### src/rtl/hrfp_pkg.sv
package hrfp_pkg;

  typedef enum logic [1:0] {
    PH_WAIT = 2'd0,
    PH_HIGH = 2'd1,
    PH_LOW  = 2'd2
  } phase_e;

  typedef enum logic [1:0] {
    ST_OK     = 2'd0,
    ST_EMPTY  = 2'd1,
    ST_BADHEX = 2'd2,
    ST_BADSUM = 2'd3
  } status_e;

  localparam logic [7:0] CHR_COLON = 8'h3A;
  localparam logic [7:0] CHR_0     = 8'h30;
  localparam logic [7:0] CHR_9     = 8'h39;
  localparam logic [7:0] CHR_A     = 8'h41;
  localparam logic [7:0] CHR_F     = 8'h46;
  localparam logic [7:0] CHR_CR    = 8'h0D;
  localparam logic [7:0] CHR_LF    = 8'h0A;

  localparam int unsigned SeenW  = 7;
  localparam int unsigned CountW = 6;

  typedef struct packed {
    logic              byte_valid;
    logic [7:0]        byte_value;
    logic              frame_done;
    status_e           status;
    logic [CountW-1:0] byte_count;
  } result_t;

  typedef struct packed {
    logic       ok;
    logic [3:0] value;
  } digit_t;

  function automatic digit_t hex_digit(logic [7:0] c);
    digit_t d;
    logic [7:0] diff;
    d = '0;
    diff = '0;
    if (c inside {[CHR_0:CHR_9]}) begin
      diff = c - CHR_0;
      d.ok = 1'b1;
      d.value = diff[3:0];
    end else if (c inside {[CHR_A:CHR_F]}) begin
      diff = c - CHR_A + 8'd10;
      d.ok = 1'b1;
      d.value = diff[3:0];
    end
    return d;
  endfunction

  function automatic logic [CountW-1:0] sat_count(logic [SeenW-1:0] seen);
    logic [SeenW-1:0] m;
    m = '0;
    if (seen != '0) begin
      m = seen - 1'b1;
    end
    if (m > SeenW'(2**CountW - 1)) begin
      return '1;
    end
    return m[CountW-1:0];
  endfunction

endpackage

### src/rtl/hrfp_core.sv
module hrfp_core import hrfp_pkg::*; #(
  parameter int unsigned MAX_BYTES = 64
) (
  input  logic       clk_i,
  input  logic       rst_ni,
  input  logic       accept_i,
  input  logic [7:0] character_i,
  output result_t    res_o
);

  localparam logic [SeenW-1:0] MaxBytes = SeenW'(MAX_BYTES);

  phase_e           phase_q, phase_d;
  logic [3:0]       high_q, high_d;
  logic [7:0]       sum_q, sum_d;
  logic [SeenW-1:0] seen_q, seen_d;

  digit_t           dig;
  logic             eol;
  logic [7:0]       byte_w;
  logic [7:0]       sum_inc;
  logic [SeenW-1:0] seen_inc;

  always_ff @(posedge clk_i or negedge rst_ni) begin
    if (!rst_ni) begin
      phase_q <= PH_WAIT;
      high_q  <= '0;
      sum_q   <= '0;
      seen_q  <= '0;
    end else if (accept_i) begin
      phase_q <= phase_d;
      high_q  <= high_d;
      sum_q   <= sum_d;
      seen_q  <= seen_d;
    end
  end

  always_comb begin
    dig      = hex_digit(character_i);
    eol      = (character_i == CHR_CR) || (character_i == CHR_LF);
    byte_w   = {high_q, dig.value};
    sum_inc  = sum_q + byte_w;
    seen_inc = seen_q + 1'b1;

    phase_d = phase_q;
    high_d  = high_q;
    sum_d   = sum_q;
    seen_d  = seen_q;
    res_o   = '0;

    case (phase_q)
      PH_HIGH: begin
        if (eol) begin
          res_o.frame_done = 1'b1;
          phase_d = PH_WAIT;
          if (seen_q == '0) begin
            res_o.status = ST_EMPTY;
          end else begin
            res_o.status     = (sum_q == '0) ? ST_OK : ST_BADSUM;
            res_o.byte_count = sat_count(seen_q);
          end
        end else if (dig.ok) begin
          high_d  = dig.value;
          phase_d = PH_LOW;
        end else begin
          res_o.frame_done = 1'b1;
          res_o.status     = ST_BADHEX;
          phase_d = PH_WAIT;
        end
      end
      PH_LOW: begin
        if (dig.ok) begin
          res_o.byte_valid = 1'b1;
          res_o.byte_value = byte_w;
          sum_d   = sum_inc;
          seen_d  = seen_inc;
          phase_d = PH_HIGH;
          if (seen_inc >= MaxBytes) begin
            res_o.frame_done = 1'b1;
            res_o.status     = (sum_inc == '0) ? ST_OK : ST_BADSUM;
            res_o.byte_count = sat_count(seen_inc);
            phase_d = PH_WAIT;
          end
        end else begin
          res_o.frame_done = 1'b1;
          res_o.status     = ST_BADHEX;
          phase_d = PH_WAIT;
        end
      end
      default: begin
        phase_d = PH_WAIT;
        if (character_i == CHR_COLON) begin
          sum_d   = '0;
          seen_d  = '0;
          high_d  = '0;
          phase_d = PH_HIGH;
        end else if (!eol) begin
          res_o.frame_done = 1'b1;
          res_o.status     = ST_EMPTY;
        end
      end
    endcase
  end

`ifndef SYNTHESIS
  a_byte_from_low: assert property (@(posedge clk_i) disable iff (!rst_ni)
    accept_i && res_o.byte_valid |-> phase_q == PH_LOW)
    else $error("byte emitted outside low digit phase");

  a_done_to_wait: assert property (@(posedge clk_i) disable iff (!rst_ni)
    accept_i && res_o.frame_done |=> phase_q == PH_WAIT)
    else $error("frame end did not return to wait");

  a_seen_bound: assert property (@(posedge clk_i) disable iff (!rst_ni)
    seen_q <= MaxBytes)
    else $error("byte count beyond limit");

  a_start_clears: assert property (@(posedge clk_i) disable iff (!rst_ni)
    accept_i && phase_q == PH_WAIT && character_i == CHR_COLON
    |=> seen_q == '0 && sum_q == '0 && phase_q == PH_HIGH)
    else $error("start mark did not open a clean frame");
`endif

endmodule

### src/rtl/hex_record_frame_parser.sv
// channel | valid      | stall       | payload
// in      | in_valid_i | in_stall_o  | character_i
// out     | out_valid_o| out_stall_i | byte_valid_o byte_value_o frame_done_o status_o
//         |            |             | byte_count_o
// One beat in gives exactly one beat out; a beat is accepted every cycle while in_stall_o is low.
// The parser state and the output register both update on the accepting edge.
// in_stall_o is high only while the output register is full and stalled.
// Reset clears the output valid and returns the parser to waiting for a start mark.
module hex_record_frame_parser import hrfp_pkg::*; #(
  parameter int unsigned MAX_BYTES = 64
) (
  input  logic              clk_i,
  input  logic              rst_ni,
  input  logic              in_valid_i,
  output logic              in_stall_o,
  input  logic [7:0]        character_i,
  output logic              out_valid_o,
  input  logic              out_stall_i,
  output logic              byte_valid_o,
  output logic [7:0]        byte_value_o,
  output logic              frame_done_o,
  output logic [1:0]        status_o,
  output logic [CountW-1:0] byte_count_o
);

  logic    accept;
  logic    out_valid_q, out_valid_d;
  result_t res;
  result_t res_q;

  assign in_stall_o = out_valid_q && out_stall_i;
  assign accept     = in_valid_i && !in_stall_o;

  hrfp_core #(
    .MAX_BYTES(MAX_BYTES)
  ) u_core (
    .clk_i      (clk_i),
    .rst_ni     (rst_ni),
    .accept_i   (accept),
    .character_i(character_i),
    .res_o      (res)
  );

  always_comb begin
    out_valid_d = out_valid_q;
    if (accept) begin
      out_valid_d = 1'b1;
    end else if (!out_stall_i) begin
      out_valid_d = 1'b0;
    end
  end

  always_ff @(posedge clk_i or negedge rst_ni) begin
    if (!rst_ni) begin
      out_valid_q <= 1'b0;
    end else begin
      out_valid_q <= out_valid_d;
    end
  end

  always_ff @(posedge clk_i) begin
    if (accept) begin
      res_q <= res;
    end
  end

  assign out_valid_o  = out_valid_q;
  assign byte_valid_o = res_q.byte_valid;
  assign byte_value_o = res_q.byte_value;
  assign frame_done_o = res_q.frame_done;
  assign status_o     = res_q.status;
  assign byte_count_o = res_q.byte_count;

endmodule
### config.mk
export PLATFORM = sky130hd
export DESIGN_NAME = hex_record_frame_parser
export DESIGN_NICKNAME = d
export VERILOG_FILES = /design/src/rtl/hrfp_pkg.sv /design/src/rtl/hrfp_core.sv /design/src/rtl/hex_record_frame_parser.sv
export SDC_FILE = /design/constraint.sdc
export NUM_CORES = 1
export LEC_CHECK = 0
export BUFFER_PORTS_ARGS = -buffer_cell sky130_fd_sc_hd__buf_2
export CORE_MARGIN = 1.5
export CORE_UTILIZATION = 55
export DETAILED_ROUTE_END_ITERATION = 12
export PLACE_DENSITY_LB_ADDON = 0.3
export REMOVE_ABC_BUFFERS = 1
export SYNTH_ARGS = -nofsm -noshare
export SYNTH_HDL_FRONTEND = slang
export SYNTH_SLANG_ARGS = --single-unit
### constraint.sdc
create_clock -name clk_i -period 2.8 [get_ports clk_i]
set_input_delay 0.56 -clock clk_i [delete_from_list [all_inputs] [get_ports clk_i]]
set_output_delay 0.56 -clock clk_i [all_outputs]
set_load 0.005 [all_outputs]
==> impl_metrics.json, run 1 <==
{
  "gp_congestion": 0.920,
  "core_mm2": 0.00469,
  "drtIter0Drc": 304,
  "drt-met1-wl_um": 3020,
  "avgSynthCellArea_um2": 9.74,
  "wl_per_cell_um": 20.1,
  "tritoncts": "built",
  "synth_edf_count": 18,
  "path_class": "in2reg",
  "nFillCells": 284,
  "antenna_found_initial": 0,
  "multi_input_comb_area_mm2": 0.00173,
  "antenna_cells": 0,
  "wl_um": 7920,
  "clockBufferDepth": 2,
  "drc": 0,
  "cp.required_ns": 2.85,
  "crit_fanout": 5,
  "fp-row-count": 25,
  "grt_overflow_total": 0,
  "grt_pass1_vias": 2416,
  "post-dp-hpwl_um": 4710,
  "yosys_warnings": 0,
  "syn_area_mm2": 0.00267,
  "worstPathCellList": "buf_12 > clkinv_8 > ha_4 > o21bai_4 > a21oi_4 > or3_4 > and2_4 > nor2_4 > ha_4 > o211ai_1 > o21a_1 > or3_4 > a2111oi_4 > buf_4 > a221oi_2",
  "clock_latency_ns": 0.30,
  "fin_crit_ns": 3.23,
  "min_path_type": "in2async",
  "rsz0062_at_grt": "true",
  "clkPwrFrac_pct": 38.4,
  "wl_met3_um": 627,
  "via_per_inst": 6.56,
  "fin_cells": 394,
  "power.switching_mw": 0.319,
  "setup_viol": 4,
  "async_flop_share_pct": 55.0,
  "slew_headroom_pct": 45.8,
  "power_mw": 1.35,
  "synthCells": 274,
  "max_stage_delay_ns": 0.40,
  "grt_usage_pct": 29.8,
  "area_growth_pct": 34.8,
  "cp.arrival_ns": 3.27,
  "cts_hold_buf": 0,
  "final.setup_skew_ns": 0.00708,
  "grt_pass1_wl_um": 11800,
  "io_pins": 32,
  "worstSetupStartpointType": "input pin",
  "cts_buffers": 5,
  "clk_pin_slew_ns": 0.08,
  "p_int_mw": 1.03,
  "nets": 368,
  "ys_ff_latch": 40,
  "grt_max_degree": 23,
  "hold_viol_final": 0,
  "switching_share_pct": 23.6,
  "crit_slowest_cell": "or3_4",
  "yosys_most_used_dff": "dfrtp_1",
  "end_kind": "register",
  "fin_crit_sh_pct": 115,
  "yosysSeqAreaShare_pct": 40.9,
  "yosysUniqueCellTypes": 66,
  "violations": "setup timing",
  "drt-pass1-iter-count": 6,
  "fin_area_mm2": 0.00360,
  "maxCapViolCount": 0,
  "dr_wl_met2_um": 3810,
  "regArea_mm2": 0.00109,
  "p_leak_nw": 1.54,
  "cp_top_family": "simple AND/OR/NAND/NOR gates",
  "fmax_ghz": 0.310,
  "outcome": "finished, violations left",
  "die_y_um": 72.7,
  "maxSlewViolCount": 0,
  "num_vias": 2586,
  "comb_power_share_pct": 14.0,
  "setup_ws_ns": -0.426,
  "cts_max_level": 2,
  "drtAntennaViolNets": 0,
  "io_buffers": 31,
  "ir_worst_vdd_uv": 267,
  "dp_cells": 377,
  "drive_gt1_share_pct": 37.6,
  "place_area_mm2": 0.00307,
  "start_util_pct": 56.9,
  "cp.buffers_inverters": 3,
  "tightest_slew_ns": 0.806,
  "dieWidth_um": 72.7,
  "power_frac_seq_pct": 47.6,
  "highest_layer": "met4",
  "clockRootBuffer": "clkbuf_8",
  "powerDensity_mw_per_mm2": 376,
  "die_area_mm2": 0.00528,
  "cts.sinks": 40
}
-- registers in the layout, indices dropped and copies added (netlist names) --
name,count
u_core.high_q,4
u_core.phase_q,2
byte_count_o,6
u_core.sum_q,8
out_valid_o,1
frame_done_o,1
byte_valid_o,1
u_core.seen_q,7
byte_value_o,8
status_o,2
-- stage by stage --
step                      TNS (ns)  hold slack [ns]  worst slack [ns]  utilization [%]
after floorplan              -2.44            0.264            -0.768                -
after global routing         -1.38            0.240            -0.541             76.7
after detailed placement     -4.68            0.512             -1.12             65.4
after CTS                   -0.686            0.234            -0.348             73.7
final                        -1.02            0.212            -0.426             76.7
after global placement       -3.75            0.506            -0.882             65.4
-- power by group through the flow --
| stage | clock network [mW] | registers, mW | logic [mW] |
|---|---|---|---|
| 2_1_floorplan | 0 | 0.653 | 0.0683 |
| 3_3_place_gp | 0 | 0.653 | 0.135 |
| 3_5_place_dp | 0 | 0.654 | 0.138 |
| 4_1_cts | 0.523 | 0.641 | 0.164 |
| 5_1_grt | 0.545 | 0.644 | 0.204 |
| 6_report | 0.519 | 0.643 | 0.189 |
-- cells by family after synthesis --
family	count (synthesis)	synth area share, %
AOI/OAI and AO/OA	76	20.0
xor gates and xnor gates	11	3.61
adders and majority gates	17	8.25
buffers and inverters	32	4.83
DFF	40	40.9
muxes	10	4.03
and+or+nand+nor	88	18.4
-- layer usage --
metal,global-route usage (%),vias to the layer above
met5,0,-
met4,15.5,0
met3,8.29,53
met2,49.2,177
met1,35.5,1214
li1,-,1142
-- cells in the mapped netlist, types with 4 or more instances --
| library cell | instances | area share (%) |
|---|---|---|
| clkbuf_1 | 11 | 1.5 |
| nand2_1 | 14 | 2.0 |
| xor2_1 | 5 | 1.6 |
| xnor2_1 | 6 | 2.0 |
| edfxtp_1 | 18 | 20 |
| inv_1 | 18 | 2.5 |
| ha_1 | 16 | 7.5 |
| mux2i_1 | 4 | 1.5 |
| mux2_1 | 5 | 2.1 |
| nand3_1 | 7 | 1.3 |
| nor4_1 | 4 | 0.94 |
| a22o_1 | 7 | 2.3 |
| and2_1 | 7 | 1.6 |
| o21ai_1 | 8 | 1.5 |
| nor2_1 | 20 | 2.8 |
| nor3_1 | 5 | 0.94 |
| o21ai_0 | 12 | 2.3 |
| a21oi_1 | 11 | 2.1 |
| or3_1 | 6 | 1.4 |
| dfrtp_1 | 22 | 21 |
-- area by class of cell --
| class | count | area share (%) |
|---|---|---|
| repair buffers | 71 | 13.7 |
| multi-input cells | 202 | 48.1 |
| clock buffers | 7 | 2.68 |
| clock inverters | 1 | 0.835 |
| inverters | 19 | 2.54 |
| well taps | 54 | 1.88 |
| flip-flops and latches | 40 | 30.3 |
-- layout by cell type, fill, tap and decap left out, types with 7 or more instances in the layout --
cell type | synthesis | routed
o21ai_1 | 8 | 12
ha_1 | 16 | 9
nand2_1 | 14 | 14
clkbuf_8 | 0 | 7
a22o_1 | 7 | 7
edfxtp_1 | 18 | 18
nor2_1 | 20 | 17
buf_4 | 0 | 37
dfrtp_1 | 22 | 22
nand3_1 | 7 | 7
o21ai_0 | 12 | 7
buf_2 | 1 | 29
inv_1 | 18 | 15
a21oi_1 | 11 | 10
ha_4 | 0 | 7
-- path summary, 6_finish.rpt --
path                                    from  cells past startpoint                 to  slack, ns
setup / recovery              character_i[0]                     15        status_o[0]      -0.43
hold / removal                        rst_ni                      1   u_core.seen_q[1]       0.21
setup reg to reg            u_core.high_q[0]                      7        status_o[0]       0.29
hold reg to reg            u_core.phase_q[0]                      2  u_core.phase_q[0]       0.52
max in group asynchronous             rst_ni                      1    u_core.sum_q[6]       2.25
min in group clk_i                in_valid_i                      2        out_valid_o       0.47
-- timing repair --
action,CTS,global route
setup buffers,6,3
resized for setup,56,22
setup endpoints to repair,7,7
pin swaps,16,11
Power figures use the tool's default switching activity.
==> run 2: changes to the inputs <==
Settings changed: CORE_UTILIZATION 55 to 25.
==> run 2 against run 1 <==
The flow still finishes with violations (setup timing). Critical path depth grew 1. Wire length fell by 8.2%. Clock skew shrank 0.0030 ns. Non-clock buffer count increased by 5. Largest cell class unchanged.
==> impl_metrics.json, run 2 (same netlist as run 1, synthesis figures left out) <==
{
  "fin_crit_ns": 3.14,
  "whs_ns": 0.242,
  "tritoncts": "built",
  "ir_worst_vdd_uv": 233,
  "r2r-end": "status_o[1]",
  "min_path_type": "in2async",
  "r2r_slack_ns": 0.27,
  "cp.required_ns": 2.92,
  "grt_pass1_vias": 2358,
  "crit_fanout": 4,
  "setup_viol": 3,
  "area_growth_pct": 41.8,
  "final_util_pct": 36.7,
  "start_util_pct": 25.9,
  "die_area_mm2": 0.0113,
  "dieWidth_um": 106,
  "maxSlewViolCount": 0,
  "wl_um": 7270,
  "crit_slowest_cell": "or3b_1",
  "fin_crit_sh_pct": 112,
  "cts_buffers": 5,
  "max_stage_delay_ns": 0.35,
  "drive_gt1_share_pct": 38.6,
  "wl_per_cell_um": 15.1,
  "worstSetupStartpointType": "input pin",
  "clock_latency_ns": 0.29,
  "via_per_inst": 4.81,
  "nFillCells": 1043,
  "post-dp-hpwl_um": 5220,
  "r2r_cells": 7,
  "fmax_ghz": 0.319,
  "grt_overflow_total": 0,
  "grt_usage_pct": 13.2,
  "worstPathCellList": "buf_8 > inv_6 > ha_4 > or3b_1 > and4_4 > mux2_4 > ha_4 > inv_2 > fa_2 > nor2b_4 > buf_6 > o211a_1 > o311ai_2 > buf_4 > nor3_4 > a221oi_2",
  "drtIter0Drc": 109,
  "regArea_mm2": 0.00109,
  "final_cell_mix": "42 x buf_4, 29 x buf_2, 22 x dfrtp_1",
  "clockRootBuffer": "clkbuf_8",
  "grt_use_met1_pct": 18.3,
  "cts_max_level": 2,
  "drt-pass1-iter-count": 5,
  "power_mw": 1.48,
  "grt.met3_usage_pct": 2.08,
  "grt_pass1_wl_um": 11800,
  "drc": 0,
  "rsz0062_at_grt": "true",
  "cp.arrival_ns": 3.26,
  "place_area_mm2": 0.00320,
  "dp_slack_ns": -0.960,
  "mostFrequentLayoutCell": "buf_4",
  "finalSetupTns_ns": -0.915,
  "io_pins": 32,
  "met2_usage_pct": 21.1,
  "multi_input_comb_area_mm2": 0.00175,
  "fin_area_mm2": 0.00378,
  "r2r-start": "u_core.sum_q[4]",
  "cts.sinks": 40,
  "io_buffers": 31,
  "p_leak_nw": 1.57,
  "path_class": "in2reg",
  "grt_max_degree": 23,
  "tightest_slew_ns": 0.945,
  "nets": 373,
  "slew_headroom_pct": 36.5,
  "crit_top_cell": "ha_4",
  "num_vias": 2315,
  "fp-row-count": 37,
  "setup_ws_ns": -0.336,
  "clk_pin_slew_ns": 0.08,
  "drtAntennaViolNets": 0,
  "violations": "setup timing",
  "powerDensity_mw_per_mm2": 391,
  "dp_cells": 463,
  "maxCapViolCount": 0,
  "core_mm2": 0.0103,
  "die_y_um": 106,
  "antenna_found_initial": 0,
  "grt_busiest_layer": "met2",
  "outcome": "finished, violations left",
  "end_kind": "register",
  "clockBufferDepth": 2,
  "hold_viol_final": 0,
  "fin_cells": 481,
  "final.setup_skew_ns": 0.00408,
  "gp_congestion": 0.817,
  "antenna_cells": 0
}
==> run 2: final cells by class <==
class	instances	share of cell area, %
multi-input cells	202	46.1
clock inverters	3	2.38
clock buffers	5	1.82
repair buffers	76	14.0
flip-flops and latches	40	28.8
well taps	136	4.50
inverters	19	2.35
==> run 2: how the worst max path moves through the flow <==
| stage | start | endpoint | slack [ns] | depth (start not counted) |
|---|---|---|---|---|
| finish | character_i[1] | status_o[0] | -0.34 | 16 |
| global route | character_i[0] | status_o[0] | -0.42 | 16 |
| CTS | character_i[0] | status_o[0] | -0.36 | 16 |
| detailed placement | character_i[0] | status_o[0] | -0.96 | 15 |
| global placement | character_i[0] | status_o[0] | -0.95 | 14 |
| floorplan | character_i[0] | status_o[0] | -0.77 | 13 |
==> run 2: critical path, delay by kind of cell <==
| family | cells | cell delay [ns] |
|---|---|---|
| adders and majority gates | 3 | 0.58 |
| buffers and inverters | 5 | 0.51 |
| muxes | 1 | 0.28 |
| AOI/OAI and AO/OA | 3 | 0.69 |
| and+or+nand+nor | 4 | 0.64 |
==> run 2: power breakdown <==
| part | internal (mW) | switching [mW] | total, mW |
|---|---|---|---|
| logic | 0.0877 | 0.0964 | 0.184 |
| clock network | 0.446 | 0.209 | 0.655 |
| registers | 0.630 | 0.0105 | 0.641 |
| total | 1.16 | 0.316 | 1.48 |
==> run 2: per-layer routing <==
layer / vias up / part of all wire [%]
li1: 1155 / -
met1: 1086 / 46
met2: 66 / 47
met3: 8 / 5.3
met4: 0 / 1.5
met5: - / 0
==> run 2: what timing repair did <==
item                                    in CTS  in global routing
resized for setup                           48                 27
hold buffers                                 0                  0
pin swaps                                   18                 19
gates cloned                                 0                  0
endpoints found under the setup margin       6                  5
buffers inserted                             4                  6
==> run 3: changes to the inputs <==
Settings changed: ABC_CLOCK_PERIOD_IN_PS from default to 3400, CORE_ASPECT_RATIO from default to 0.6.
Clock period 2.8 ns to 3.4 ns, I/O delays scaled along.
==> run 3 against run 2 <==
The flow now finishes without violations. Sequential share of layout area increased by 1.4 points. Register-to-register slack improved by 0.65 ns. Highest routed layer unchanged. Non-clock buffer count decreased by 10. Clock skew about the same. Cell count decreased by 2.3%. Sequential power decreased by 17%. Global-route usage increased by 0.34 points. Largest cell class unchanged. Worst setup slack improved by 0.38 ns. Clock-buffer cell count increased by 1. Utilization decreased by 1.0 points.
==> impl_metrics.json, run 3 (same netlist as run 1, synthesis figures left out) <==
{
  "dp_cells": 457,
  "antenna_found_initial": 1,
  "fp-row-count": 28,
  "drt-pass1-iter-count": 4,
  "start_util_pct": 26.4,
  "grt_max_degree": 23,
  "comb_power_share_pct": 12.7,
  "mostFrequentLayoutCell": "buf_4",
  "cts_max_level": 2,
  "wl_um": 7510,
  "path_class": "in2reg",
  "hold_viol_final": 0,
  "via_per_inst": 4.93,
  "multi_input_comb_area_mm2": 0.00168,
  "drc": 0,
  "slew_headroom_pct": 47.5,
  "fmax_ghz": 0.298,
  "fin_cells": 470,
  "setup_viol": 0,
  "drive_gt1_share_pct": 34.9,
  "clockBufferDepth": 2,
  "clockRootBuffer": "clkbuf_16",
  "grt_usage_pct": 13.6,
  "min_path_type": "in2async",
  "p_int_mw": 0.857,
  "gp_congestion": 0.852,
  "grt_pass1_vias": 2226,
  "cts_buffers": 5,
  "regArea_mm2": 0.00109,
  "outcome": "finished, final reports clean",
  "critical_path.startpoint": "character_i[1]",
  "nFillCells": 995,
  "cts.sinks": 40,
  "maxCapViolCount": 0,
  "area_growth_pct": 35.2,
  "rsz0062_at_grt": "true",
  "final_cell_mix": "34 x buf_4, 29 x buf_2, 22 x dfrtp_1",
  "final.setup_skew_ns": 0.00399,
  "ir_worst_vdd_uv": 182,
  "grt_overflow_total": 0,
  "tritoncts": "built",
  "tightest_slew_ns": 0.787,
  "grt_pass1_wl_um": 11800,
  "power_frac_seq_pct": 46.7,
  "switching_share_pct": 24.5,
  "power.switching_mw": 0.278,
  "num_vias": 2319,
  "io_buffers": 31,
  "maxSlewViolCount": 0,
  "cp.arrival_ns": 3.47,
  "r2r_slack_ns": 0.92,
  "io_pins": 32,
  "drtIter0Drc": 231,
  "clk_pin_slew_ns": 0.06,
  "worstSetupStartpointType": "input pin",
  "clkPwrFrac_pct": 40.7,
  "nets": 363,
  "post-dp-hpwl_um": 5630,
  "finalSetupTns_ns": 0,
  "die_y_um": 83.0,
  "cp.required_ns": 3.51,
  "wl_per_cell_um": 16.0,
  "core_mm2": 0.0101,
  "clock_latency_ns": 0.29,
  "die_area_mm2": 0.0113,
  "fin_crit_ns": 3.35,
  "r2r-start": "u_core.seen_q[4]",
  "p_leak_nw": 1.50,
  "whs_ns": 0.376,
  "r2r_cells": 5,
  "cp-endpoint": "status_o[0]",
  "r2r-end": "status_o[0]",
  "cts_hold_buf": 0,
  "crit_fanout": 4,
  "drtAntennaViolNets": 0,
  "fin_crit_sh_pct": 98.6,
  "end_kind": "register",
  "powerDensity_mw_per_mm2": 315,
  "antenna_cells": 0,
  "dieWidth_um": 136
}
[run 3: routing by layer]
metal	track usage (%)	up-vias	share of wire [%]
li1	-	1134	-
met1	22.1	1100	55
met2	17.1	80	38
met3	3.17	5	6.7
met4	3.48	0	0.77
met5	0	-	0
[run 3: metrics by stage]
step           cell area (um2)  utilization, %  setup slack (ns)  power [mW]
6_report                  3610            35.6            0.0482        1.14
4_1_cts                   3390            33.5           0.00274        1.13
2_1_floorplan             2610               -            -0.288       0.594
5_1_grt                   3610            35.6           -0.0346        1.18
3_5_place_dp              3160            31.2            -0.525       0.656
3_3_place_gp              3160            31.2            -0.431       0.655
[run 3: layout make-up]
class / instances / share of cell area (%)
inverters: 19 / 2.25
multi-input cells: 202 / 46.7
well taps: 135 / 4.68
flip-flops and latches: 40 / 30.2
clock buffers: 6 / 3.57
repair buffers: 66 / 12.2
clock inverters: 2 / 0.347
[run 3: power groups by stage]
stage	clock, mW	combinational (mW)	sequential, mW
after CTS	0.475	0.125	0.530
after global placement	0	0.116	0.539
after floorplan	0	0.0563	0.538
after detailed placement	0	0.117	0.539
after global routing	0.493	0.157	0.531
final	0.462	0.144	0.530
[run 3: how the worst min path moves through the flow]
stage / slack [ns] / depth (start not counted) / to / startpoint
2_1_floorplan: 0.38 / 0 / out_valid_o / rst_ni
3_3_place_gp: 0.50 / 2 / u_core.phase_q[1] / u_core.phase_q[1]
3_5_place_dp: 0.51 / 2 / u_core.phase_q[1] / u_core.phase_q[1]
4_1_cts: 0.40 / 1 / u_core.sum_q[7] / rst_ni
5_1_grt: 0.43 / 1 / u_core.high_q[2] / rst_ni
6_report: 0.38 / 1 / u_core.sum_q[7] / rst_ni
[run 3: what timing repair did]
action                     CTS  global route
hold endpoints to repair     0             0
resized for setup           23            40
pin swaps                    9            15
buffers inserted             1             4
setup endpoints to repair    2             2
[run 3: critical path: stages]
cell and delay, ns:
buf_8 0.11, inv_8 0.05, ha_4 0.15, or3b_4 0.38, and4_4 0.18, mux2_4 0.29
ha_4 0.17, inv_2 0.05, fa_2 0.28, nor2b_4 0.07, buf_6 0.11, o211a_1 0.20
o311ai_1 0.26, buf_4 0.19, nor3_4 0.04, a221oi_2 0.25
